File: config.mk
export PLATFORM = sky130hd
export DESIGN_NAME = utf8_to_utf16_decoder_core_flat
export DESIGN_NICKNAME = d
export VERILOG_FILES = /design/src/design/utd_pkg.sv /design/src/design/utd_channels.sv /design/src/design/utd_step.sv /design/src/design/utd_rsp_buffer.sv /design/src/design/utf8_to_utf16_decoder_core.sv /design/src/flat_wrapper.sv
export SDC_FILE = /design/constraint.sdc
export NUM_CORES = 1
export LEC_CHECK = 0
export BUFFER_PORTS_ARGS = -buffer_cell sky130_fd_sc_hd__buf_2
export CAP_MARGIN = 20
export CORE_MARGIN = 1.5
export CORE_UTILIZATION = 60
export CTS_BUF_LIST = sky130_fd_sc_hd__clkbuf_16
export DETAILED_ROUTE_END_ITERATION = 7
export PLACE_DENSITY = 0.79
export SLEW_MARGIN = 20
export SYNTH_ARGS = -nofsm -noshare
export SYNTH_HDL_FRONTEND = slang
export SYNTH_SLANG_ARGS = --single-unit
File: constraint.sdc
create_clock -name clock -period 3.3 [get_ports clock]
set_clock_uncertainty 0.15 [all_clocks]
set_input_delay 0.165 -clock clock [delete_from_list [all_inputs] [get_ports clock]]
set_output_delay 0.165 -clock clock [all_outputs]
set_load 0.1 [all_outputs]
File: src/design/utd_pkg.sv
// Shared types and constants for the UTF-8 to UTF-16 decoder.
`timescale 1ns / 1ps

package utd_pkg;

   // Byte classification constants
   localparam logic [7:0] ASCII_LIMIT   = 8'h80;  // first non-ASCII byte
   localparam logic [7:0] LEAD_MASK     = 8'hC0;  // top two bits of a byte
   localparam logic [7:0] CONT_PATTERN  = 8'h80;  // 10xxxxxx
   localparam logic [7:0] LEAD3_MIN     = 8'hE0;  // first three-byte lead
   localparam logic [7:0] LEAD4_MIN     = 8'hF0;  // first four-byte lead
   localparam logic [7:0] BAD_LEAD_MIN  = 8'hF8;  // leads from here on are illegal
   localparam logic [4:0] OVERLONG2_MASK = 5'h1E; // C0/C1 carry no bits here
   localparam logic [7:0] CONT_BITS     = 8'h3F;
   localparam logic [7:0] CHECK3_BIT    = 8'h20;  // first-continuation check, 3-byte
   localparam logic [7:0] CHECK4_BITS   = 8'h30;  // first-continuation check, 4-byte
   localparam logic [2:0] LEAD4_MAX_PAYLOAD = 3'd4;

   // Code point constants
   localparam int unsigned CP_W = 21;
   localparam logic [CP_W-1:0] LEAD3_SURR_PAYLOAD = 21'h0000D; // ED lead
   localparam logic [CP_W-1:0] LEAD4_TOP_PAYLOAD  = 21'h00004; // F4 lead
   localparam logic [CP_W-1:0] SUPP_BASE  = 21'h10000;
   localparam logic [15:0]     HIGH_SURR  = 16'hD800;
   localparam logic [15:0]     LOW_SURR   = 16'hDC00;
   localparam logic [15:0]     SURR_BITS  = 16'h03FF;

   // Sequence lengths (continuation counts)
   localparam logic [1:0] SEQ_LEN2 = 2'd1;
   localparam logic [1:0] SEQ_LEN3 = 2'd2;
   localparam logic [1:0] SEQ_LEN4 = 2'd3;

   // Result queue sizing
   localparam int unsigned BUF_DEPTH = 4;
   localparam int unsigned BUF_PTR_W = $clog2(BUF_DEPTH);
   localparam int unsigned BUF_CNT_W = $clog2(BUF_DEPTH + 1);

   typedef enum logic [1:0] {
      STATUS_OK         = 2'd0,
      STATUS_INVALID    = 2'd1,
      STATUS_INCOMPLETE = 2'd2
   } status_type;

   typedef struct packed {
      logic [15:0] code_word;
      status_type  status;
      logic        run_last;
   } rsp_item_type;

   // Results produced by one input transaction
   typedef struct packed {
      logic [1:0]   count;
      rsp_item_type item0;
      rsp_item_type item1;
   } step_out_type;

endpackage

File: src/design/utd_channels.sv
// Valid/ready channel interfaces for request bytes and response words.
`timescale 1ns / 1ps

interface utd_req_if;
   logic       valid;
   logic       ready;
   logic [7:0] in_byte;
   logic       end_of_input;

   modport source (output valid, output in_byte, output end_of_input, input ready);
   modport sink   (input valid, input in_byte, input end_of_input, output ready);
endinterface

interface utd_rsp_if;
   logic        valid;
   logic        ready;
   logic [15:0] code_word;
   logic [1:0]  status;
   logic        run_last;

   modport source (output valid, output code_word, output status, output run_last,
                   input ready);
   modport sink   (input valid, input code_word, input status, input run_last,
                   output ready);
endinterface

File: src/design/utd_step.sv
// Sequence state registers and per-byte decode logic.
`timescale 1ns / 1ps

module utd_step (
   input  logic                  clock,
   input  logic                  reset,
   input  logic                  accept,
   input  logic [7:0]            in_byte,
   input  logic                  end_of_input,
   output utd_pkg::step_out_type step_out
);
   import utd_pkg::*;

   logic [CP_W-1:0] accum_ff, accum_in;
   logic [1:0]      bytes_left_ff, bytes_left_in;
   logic [1:0]      seq_length_ff, seq_length_in;
   logic            first_pending_ff, first_pending_in;
   logic            error_ff, error_in;
   logic            drop_ff, drop_in;

   logic [CP_W-1:0] lead_payload;
   logic [1:0]      lead_len;
   logic            lead_err;
   logic            cont_err;
   logic [CP_W-1:0] cont_accum;
   logic [1:0]      cont_left;
   logic [CP_W-1:0] supp_off;
   rsp_item_type    err_invalid, err_incomplete;

   // Lead byte decode
   always_comb begin
      lead_payload = '0;
      lead_len     = SEQ_LEN2;
      lead_err     = 1'b0;
      if (in_byte < LEAD3_MIN) begin
         lead_payload = CP_W'(in_byte[4:0]);
         lead_len     = SEQ_LEN2;
         lead_err     = (in_byte[4:0] & OVERLONG2_MASK) == 5'd0;
      end else if (in_byte < LEAD4_MIN) begin
         lead_payload = CP_W'(in_byte[3:0]);
         lead_len     = SEQ_LEN3;
      end else begin
         lead_payload = CP_W'(in_byte[2:0]);
         lead_len     = SEQ_LEN4;
         lead_err     = in_byte[2:0] > LEAD4_MAX_PAYLOAD;
      end
   end

   // Continuation byte checks and accumulation
   always_comb begin
      cont_err = error_ff;
      if (first_pending_ff) begin
         if (seq_length_ff == SEQ_LEN3) begin
            if (accum_ff == '0 && (in_byte & CHECK3_BIT) == 8'd0)
               cont_err = 1'b1;   // overlong three-byte form
            if (accum_ff == LEAD3_SURR_PAYLOAD && (in_byte & CHECK3_BIT) != 8'd0)
               cont_err = 1'b1;   // encoded surrogate
         end else begin
            if (accum_ff == '0 && (in_byte & CHECK4_BITS) == 8'd0)
               cont_err = 1'b1;   // overlong four-byte form
            if (accum_ff == LEAD4_TOP_PAYLOAD && (in_byte & CHECK4_BITS) != 8'd0)
               cont_err = 1'b1;   // above the last code point
         end
      end
      if ((in_byte & LEAD_MASK) != CONT_PATTERN)
         cont_err = 1'b1;
      cont_accum = {accum_ff[CP_W-7:0], in_byte[5:0]};
      cont_left  = bytes_left_ff - 2'd1;
      supp_off   = cont_accum - SUPP_BASE;
   end

   assign err_invalid    = '{code_word: 16'd0, status: STATUS_INVALID, run_last: 1'b1};
   assign err_incomplete = '{code_word: 16'd0, status: STATUS_INCOMPLETE, run_last: 1'b1};

   // Next state and results for the accepted transaction
   always_comb begin
      accum_in         = accum_ff;
      bytes_left_in    = bytes_left_ff;
      seq_length_in    = seq_length_ff;
      first_pending_in = first_pending_ff;
      error_in         = error_ff;
      drop_in          = drop_ff;
      step_out         = '0;
      if (accept) begin
         if (drop_ff) begin
            if (end_of_input) drop_in = 1'b0;
         end else if (bytes_left_ff == 2'd0) begin
            if (in_byte < ASCII_LIMIT) begin
               step_out.count = 2'd1;
               step_out.item0 = '{code_word: 16'(in_byte), status: STATUS_OK,
                                  run_last: 1'b1};
            end else if ((in_byte & LEAD_MASK) != LEAD_MASK || in_byte >= BAD_LEAD_MIN) begin
               // stray continuation or illegal lead
               step_out.count = 2'd1;
               step_out.item0 = err_invalid;
               drop_in        = !end_of_input;
            end else if (end_of_input) begin
               step_out.count = 2'd1;
               step_out.item0 = err_incomplete;
            end else begin
               accum_in         = lead_payload;
               bytes_left_in    = lead_len;
               seq_length_in    = lead_len;
               first_pending_in = lead_len >= SEQ_LEN3;
               error_in         = lead_err;
            end
         end else begin
            accum_in         = cont_accum;
            bytes_left_in    = cont_left;
            first_pending_in = 1'b0;
            error_in         = cont_err;
            if (cont_left != 2'd0) begin
               if (end_of_input) begin
                  step_out.count = 2'd1;
                  step_out.item0 = err_incomplete;
               end
            end else if (cont_err) begin
               step_out.count = 2'd1;
               step_out.item0 = err_invalid;
               drop_in        = !end_of_input;
            end else if (cont_accum < SUPP_BASE) begin
               step_out.count = 2'd1;
               step_out.item0 = '{code_word: cont_accum[15:0], status: STATUS_OK,
                                  run_last: 1'b1};
            end else begin
               // surrogate pair
               step_out.count = 2'd2;
               step_out.item0 = '{code_word: HIGH_SURR | (16'(supp_off[19:10]) & SURR_BITS),
                                  status: STATUS_OK, run_last: 1'b0};
               step_out.item1 = '{code_word: LOW_SURR | (16'(supp_off[9:0]) & SURR_BITS),
                                  status: STATUS_OK, run_last: 1'b1};
            end
            // any emitted result or error closes the sequence
            if (step_out.count != 2'd0) begin
               accum_in         = '0;
               bytes_left_in    = 2'd0;
               seq_length_in    = 2'd0;
               first_pending_in = 1'b0;
               error_in         = 1'b0;
            end
         end
      end
   end

   // State registers
   always_ff @(posedge clock) begin
      if (reset) begin
         accum_ff         <= '0;
         bytes_left_ff    <= 2'd0;
         seq_length_ff    <= 2'd0;
         first_pending_ff <= 1'b0;
         error_ff         <= 1'b0;
         drop_ff          <= 1'b0;
      end else begin
         accum_ff         <= accum_in;
         bytes_left_ff    <= bytes_left_in;
         seq_length_ff    <= seq_length_in;
         first_pending_ff <= first_pending_in;
         error_ff         <= error_in;
         drop_ff          <= drop_in;
      end
   end

endmodule

File: src/design/utd_rsp_buffer.sv
// Small result queue: takes up to two results a cycle, delivers one while the receiver is ready.
`timescale 1ns / 1ps

module utd_rsp_buffer (
   input  logic                  clock,
   input  logic                  reset,
   input  utd_pkg::step_out_type push,
   output logic                  room,
   utd_rsp_if.source             rsp
);
   import utd_pkg::*;

   rsp_item_type            entry_ff [BUF_DEPTH];
   logic [BUF_PTR_W-1:0]    wr_ptr_ff, wr_ptr_in;
   logic [BUF_PTR_W-1:0]    rd_ptr_ff, rd_ptr_in;
   logic [BUF_CNT_W-1:0]    count_ff, count_in;
   logic [BUF_PTR_W-1:0]    wr_ptr_next;
   logic                    pop;
   rsp_item_type            head;

   // Room for a full surrogate pair
   assign room = count_ff <= BUF_CNT_W'(BUF_DEPTH - 2);

   assign pop         = rsp.valid && rsp.ready;
   assign wr_ptr_next = wr_ptr_ff + BUF_PTR_W'(1);

   always_comb begin
      wr_ptr_in = wr_ptr_ff + BUF_PTR_W'(push.count);
      rd_ptr_in = rd_ptr_ff + BUF_PTR_W'(pop);
      count_in  = count_ff + BUF_CNT_W'(push.count) - BUF_CNT_W'(pop);
   end

   // Pointers and fill count
   always_ff @(posedge clock) begin
      if (reset) begin
         wr_ptr_ff <= '0;
         rd_ptr_ff <= '0;
         count_ff  <= '0;
      end else begin
         wr_ptr_ff <= wr_ptr_in;
         rd_ptr_ff <= rd_ptr_in;
         count_ff  <= count_in;
      end
   end

   // Entry storage
   always_ff @(posedge clock) begin
      if (push.count != 2'd0) entry_ff[wr_ptr_ff] <= push.item0;
      if (push.count == 2'd2) entry_ff[wr_ptr_next] <= push.item1;
   end

   // Head of queue drives the response channel
   assign head          = entry_ff[rd_ptr_ff];
   assign rsp.valid     = count_ff != '0;
   assign rsp.code_word = head.code_word;
   assign rsp.status    = head.status;
   assign rsp.run_last  = head.run_last;

endmodule

File: src/design/utf8_to_utf16_decoder_core.sv
// UTF-8 to UTF-16 stream decoder, top level.
`timescale 1ns / 1ps

// Accepts one UTF-8 byte per cycle on req_chan and delivers UTF-16 code
// units on rsp_chan. Every byte is decoded in the cycle it is accepted: the
// sequence state updates at that edge and any results enter a four-entry
// result queue, so the first result is visible on the next cycle. A code
// point at or above 0x10000 yields a surrogate pair, sent as two response
// words; all other bytes yield zero or one result. req_chan.ready
// is high whenever the queue has room for two results, so with rsp_chan
// ready held high the block sustains one byte per cycle. Malformed or
// truncated input gives one error transaction (status 1 or 2, code word 0),
// and bytes after an error are discarded up to the end-of-input byte.

module utf8_to_utf16_decoder_core (
   input  logic      clock,
   input  logic      reset,
   utd_req_if.sink   req_chan,
   utd_rsp_if.source rsp_chan
);
   import utd_pkg::*;

   logic         accept;
   logic         room;
   step_out_type step_out;

   assign req_chan.ready = room;
   assign accept         = req_chan.valid && req_chan.ready;

   // Byte decode and sequence state
   utd_step u_step (
      .clock        (clock),
      .reset        (reset),
      .accept       (accept),
      .in_byte      (req_chan.in_byte),
      .end_of_input (req_chan.end_of_input),
      .step_out     (step_out)
   );

   // Result queue
   utd_rsp_buffer u_rsp_buffer (
      .clock (clock),
      .reset (reset),
      .push  (step_out),
      .room  (room),
      .rsp   (rsp_chan)
   );

endmodule

File: src/flat_wrapper.sv
// flat-port wrapper written by rule: the top's interface ports become plain ports
module utf8_to_utf16_decoder_core_flat import utd_pkg::*;
  (clock, reset, req_chan_valid, req_chan_in_byte, req_chan_end_of_input, req_chan_ready, rsp_chan_valid, rsp_chan_code_word, rsp_chan_status, rsp_chan_run_last, rsp_chan_ready);
  utd_req_if req_chan_i ();
  utd_rsp_if rsp_chan_i ();
  input  logic clock;
  input  logic reset;
  input wire logic [$bits(req_chan_i.valid)-1:0] req_chan_valid;
  input wire logic [$bits(req_chan_i.in_byte)-1:0] req_chan_in_byte;
  input wire logic [$bits(req_chan_i.end_of_input)-1:0] req_chan_end_of_input;
  output wire logic [$bits(req_chan_i.ready)-1:0] req_chan_ready;
  output wire logic [$bits(rsp_chan_i.valid)-1:0] rsp_chan_valid;
  output wire logic [$bits(rsp_chan_i.code_word)-1:0] rsp_chan_code_word;
  output wire logic [$bits(rsp_chan_i.status)-1:0] rsp_chan_status;
  output wire logic [$bits(rsp_chan_i.run_last)-1:0] rsp_chan_run_last;
  input wire logic [$bits(rsp_chan_i.ready)-1:0] rsp_chan_ready;
  assign req_chan_i.valid = req_chan_valid;
  assign req_chan_i.in_byte = req_chan_in_byte;
  assign req_chan_i.end_of_input = req_chan_end_of_input;
  assign req_chan_ready = req_chan_i.ready;
  assign rsp_chan_valid = rsp_chan_i.valid;
  assign rsp_chan_code_word = rsp_chan_i.code_word;
  assign rsp_chan_status = rsp_chan_i.status;
  assign rsp_chan_run_last = rsp_chan_i.run_last;
  assign rsp_chan_i.ready = rsp_chan_ready;
  utf8_to_utf16_decoder_core u_core (.clock(clock), .reset(reset), .req_chan(req_chan_i), .rsp_chan(rsp_chan_i));
endmodule
==> results.md <==
- Seq/Total Area, Yosys: 0.483
- Syn Area/Cell: 10.1 sq um
- Worst Hold Class: input port to flop
- Unique masters post-synth: 60
- Switching Fraction: 0.444
- Most common cell in the netlist: nand2_1
- Worst-skew pair later-pin latency: 0.35 ns
- First drt pass iteration count: 6
- Worst hold path depth: 3
- Layout net count: 643
- Slew at the pin closest to its max-slew limit: 0.772 ns
- Grt ovf: 0
- Final WL: 16,300 um
- Initial antenna violation count: 0
- Crit Path Class: flop to flop
- Synth warn: 0
- H-Tree Depth: 3
- Max-cap viol count: 0
- P&R area growth vs syn: 11.6%
- Gate Count Post-Synth: 587
- Final setup viols: 0
- Worst R2R Path Depth: 12
- CP startpoint kind: flop
- Top cell types by occurrence after synthesis: nand2_1, edfxtp_1, a21oi_1
- WP depth: 12
- VDD IR-drop max: 572 uV
- Antenna Cells: 0
- Gpl congestion: 0.991
- Max Clock Freq: 328 MHz
- Worst path max stage delay: 0.56 ns
- Xor/xnor share of the synthesized area: 0.0103
- I/O pin cnt: 34
- Compound-gate portion of the synthesized area: 0.169
- Final ANT Viol Nets: 0
- Initial Utilization: 0.612
- Max Slew Vio Count: 0
- Comb pwr share: 0.427
- Vias in the first global route: 4,792
- Synth async-reset ratio: 0
- Syn nets: 610
- CP most frequent cell: nor2_1
- Setup_tns: 0 ns
- Clock Power Share: 0.214
- Synthesized flop and latch total: 111
- First-pass GRT wire length: 25,500 um
- EDFF count, synth: 64
- Synth Cell Area: 0.00593 sq mm
- Most used DFF post-synth: edfxtp_1
- Via Count: 4,917
- # DRC: 0
- Cell taking the most area after synthesis: edfxtp_1
- Worst-path maximum fanout: 9
- Sequential Power Share: 0.359
- Arrival time worst endpoint: 3.12 ns
- Mux contribution to synthesized area: 0.0756
- Largest family of logic cells by synthesized area: simple AND/OR/NAND/NOR gates
- DP Wirelength: 11,800 um
- Slew HR: 0.483
- DR vias/cell: 6.49
- Cell Pwr Density: 713 mW/mm^2
- Core Box Area: 0.00968 sq mm
- Total power: 0.00472 W
- WHS: 0.0286 ns
- Lkg Pwr: 2.35 nW
- Critical Path RT: 3.37 ns
- GRT Util Overall: 0.332
- Simple-Gate Fraction of Synth Area: 0.190
- Largest net degree at the start of global routing: 36
- Clock sinks: 111
- DIE AREA: 0.0105 sq mm
- Critical path's top delay family: simple AND/OR/NAND/NOR gates
- Internal: 0.00262 W
- RSZ-0062 raised after global routing: false
- Site row count: 36
- Clock Tree Root: clkbuf_16
- NetSw: 0.00210 W
- Layout cells sized above 1: 0.202
- CTS tree: built
- CTS Buf Count: 9
- Top cells by area, synth: edfxtp_1, dfxtp_1, mux4_2
- Worst-path clk slew: 0.07 ns
- Final Util: 0.683
- Final Hold Fails: 0
- Period minus WS final: 3.05 ns
- WP buf/inv: 1
- I/O Buffers: 33
- Drt wl/cell: 21.5 um
- Initial DRC count: 608
- Adder-Cell Fraction of Synth Area: 0.0224
- CP Capture Type: flop
- Die X: 102 um
- Outcome: complete, no violations
- Maximum root-to-sink buffer count: 2
- Share of the synthesized area in the top cell type: 0.324
- CP Cell Sequence: o21ai_0 -> nor3b_2 -> o311ai_0 -> nand2_1 -> nor2_1 -> nor2_1 -> ha_1 -> inv_1 -> fa_1 -> xnor2_1 -> xnor2_1 -> nor2_1
- Final Cycle Share: 0.924
- Slowest stage cell, crit path: dfxtp_1
- Die Span Y: 102 um
[logic make-up (layout without fill, tap and decap cells)]
group                      count (synthesis)  after routing
AOI/OAI and AO/OA                        146            146
xor gates and xnor gates                   7              7
adders and majority gates                 10             10
buffers and inverters                     65            103
DFF                                      111            111
muxes                                     21             21
and+or+nand+nor                          227            227
[flip-flops by register name (all words and copies together), names as in the netlist]
signal / cells
u_core.u_step.accum_ff: 21
u_core.u_rsp_buffer.rd_ptr_ff: 2
u_core.u_rsp_buffer.entry_ff: 76
u_core.u_step.drop_ff: 1
u_core.u_step.error_ff: 1
u_core.u_rsp_buffer.wr_ptr_ff: 2
u_core.u_step.first_pending_ff: 1
u_core.u_step.seq_length_ff: 2
u_core.u_step.bytes_left_ff: 2
u_core.u_rsp_buffer.count_ff: 3
[layer usage]
layer	wire length (um)	share of wire	track usage
met1	5970	0.37	0.406
met2	8330	0.51	0.573
met3	1540	0.094	0.0616
met4	475	0.029	0.151
met5	0	0	0
[area by class of cell]
cell class	instances	area [sq um]
Inverter	16	60.1
Sequential cell	111	2860
Multi-Input combinational cell	411	2800
Timing Repair Buffer	71	453
Fill cell	750	3070
Clock inverter	7	47.5
Tap cell	133	166
Clock buffer	9	225
[power groups by stage]
stage / sequential [W] / combinational (W) / clock [W]
final: 0.00169 / 0.00201 / 0.00101
after detailed placement: 0.00172 / 0.00200 / 0
after global routing: 0.00171 / 0.00212 / 0.00108
after CTS: 0.00169 / 0.00201 / 0.00102
after global placement: 0.00171 / 0.00197 / 0
after floorplan: 0.00169 / 0.00165 / 0
[per-stage QoR]
step | area [sq um] | setup slack, ns | std cells
global placement | 6310 | 0.359 | 740
floorplan | 5940 | 0.135 | 587
global route | 6610 | 0.00997 | 758
CTS | 6600 | 0.181 | 757
detailed placement | 6310 | 0.201 | 740
finish | 6610 | 0.251 | 758
[worst min-delay path, cell delays in order]
cell and delay, ns:
buf_2 0.08, and2_1 0.14, a221oi_1 0.09
[placed cells by master (no fill, tap or decap), types with 3 or more instances in the layout]
master	n
o21ai_0	25
xnor2_1	6
buf_2	33
nor3_2	4
a32oi_1	4
nand2b_1	3
o21bai_1	3
a221o_1	12
a21oi_1	52
edfxtp_1	64
nand4_1	7
nand3_1	36
and2_4	4
clkbuf_16	9
nand2_1	68
o2bb2ai_1	5
and2_1	7
a22o_1	7
mux4_2	19
and3_1	19
nor3_1	5
nor2_1	52
o22ai_1	6
a22oi_1	5
dfxtp_1	47
nor4_1	6
nor2b_1	4
buf_4	37
a211oi_1	5
a31oi_1	6
inv_1	16
ha_1	9
[worst paths after layout]
path | startpoint | to | slack (ns)
max reg2reg | u_core.u_step.accum_ff[2] | u_core.u_rsp_buffer.count_ff[2] | 0.25
min | req_chan_valid | u_core.u_step.drop_ff | 0.03
min reg2reg | u_core.u_step.accum_ff[19] | u_core.u_step.accum_ff[19] | 0.31
max | u_core.u_step.accum_ff[2] | u_core.u_rsp_buffer.count_ff[2] | 0.25
[what timing repair did]
item	CTS	global route
buffers inserted	0	1
setup endpoints to repair	0	1
gates resized for setup	0	1
hold buffers	1	0
hold endpoints to repair	1	0
(Power assumes the default switching activity.)
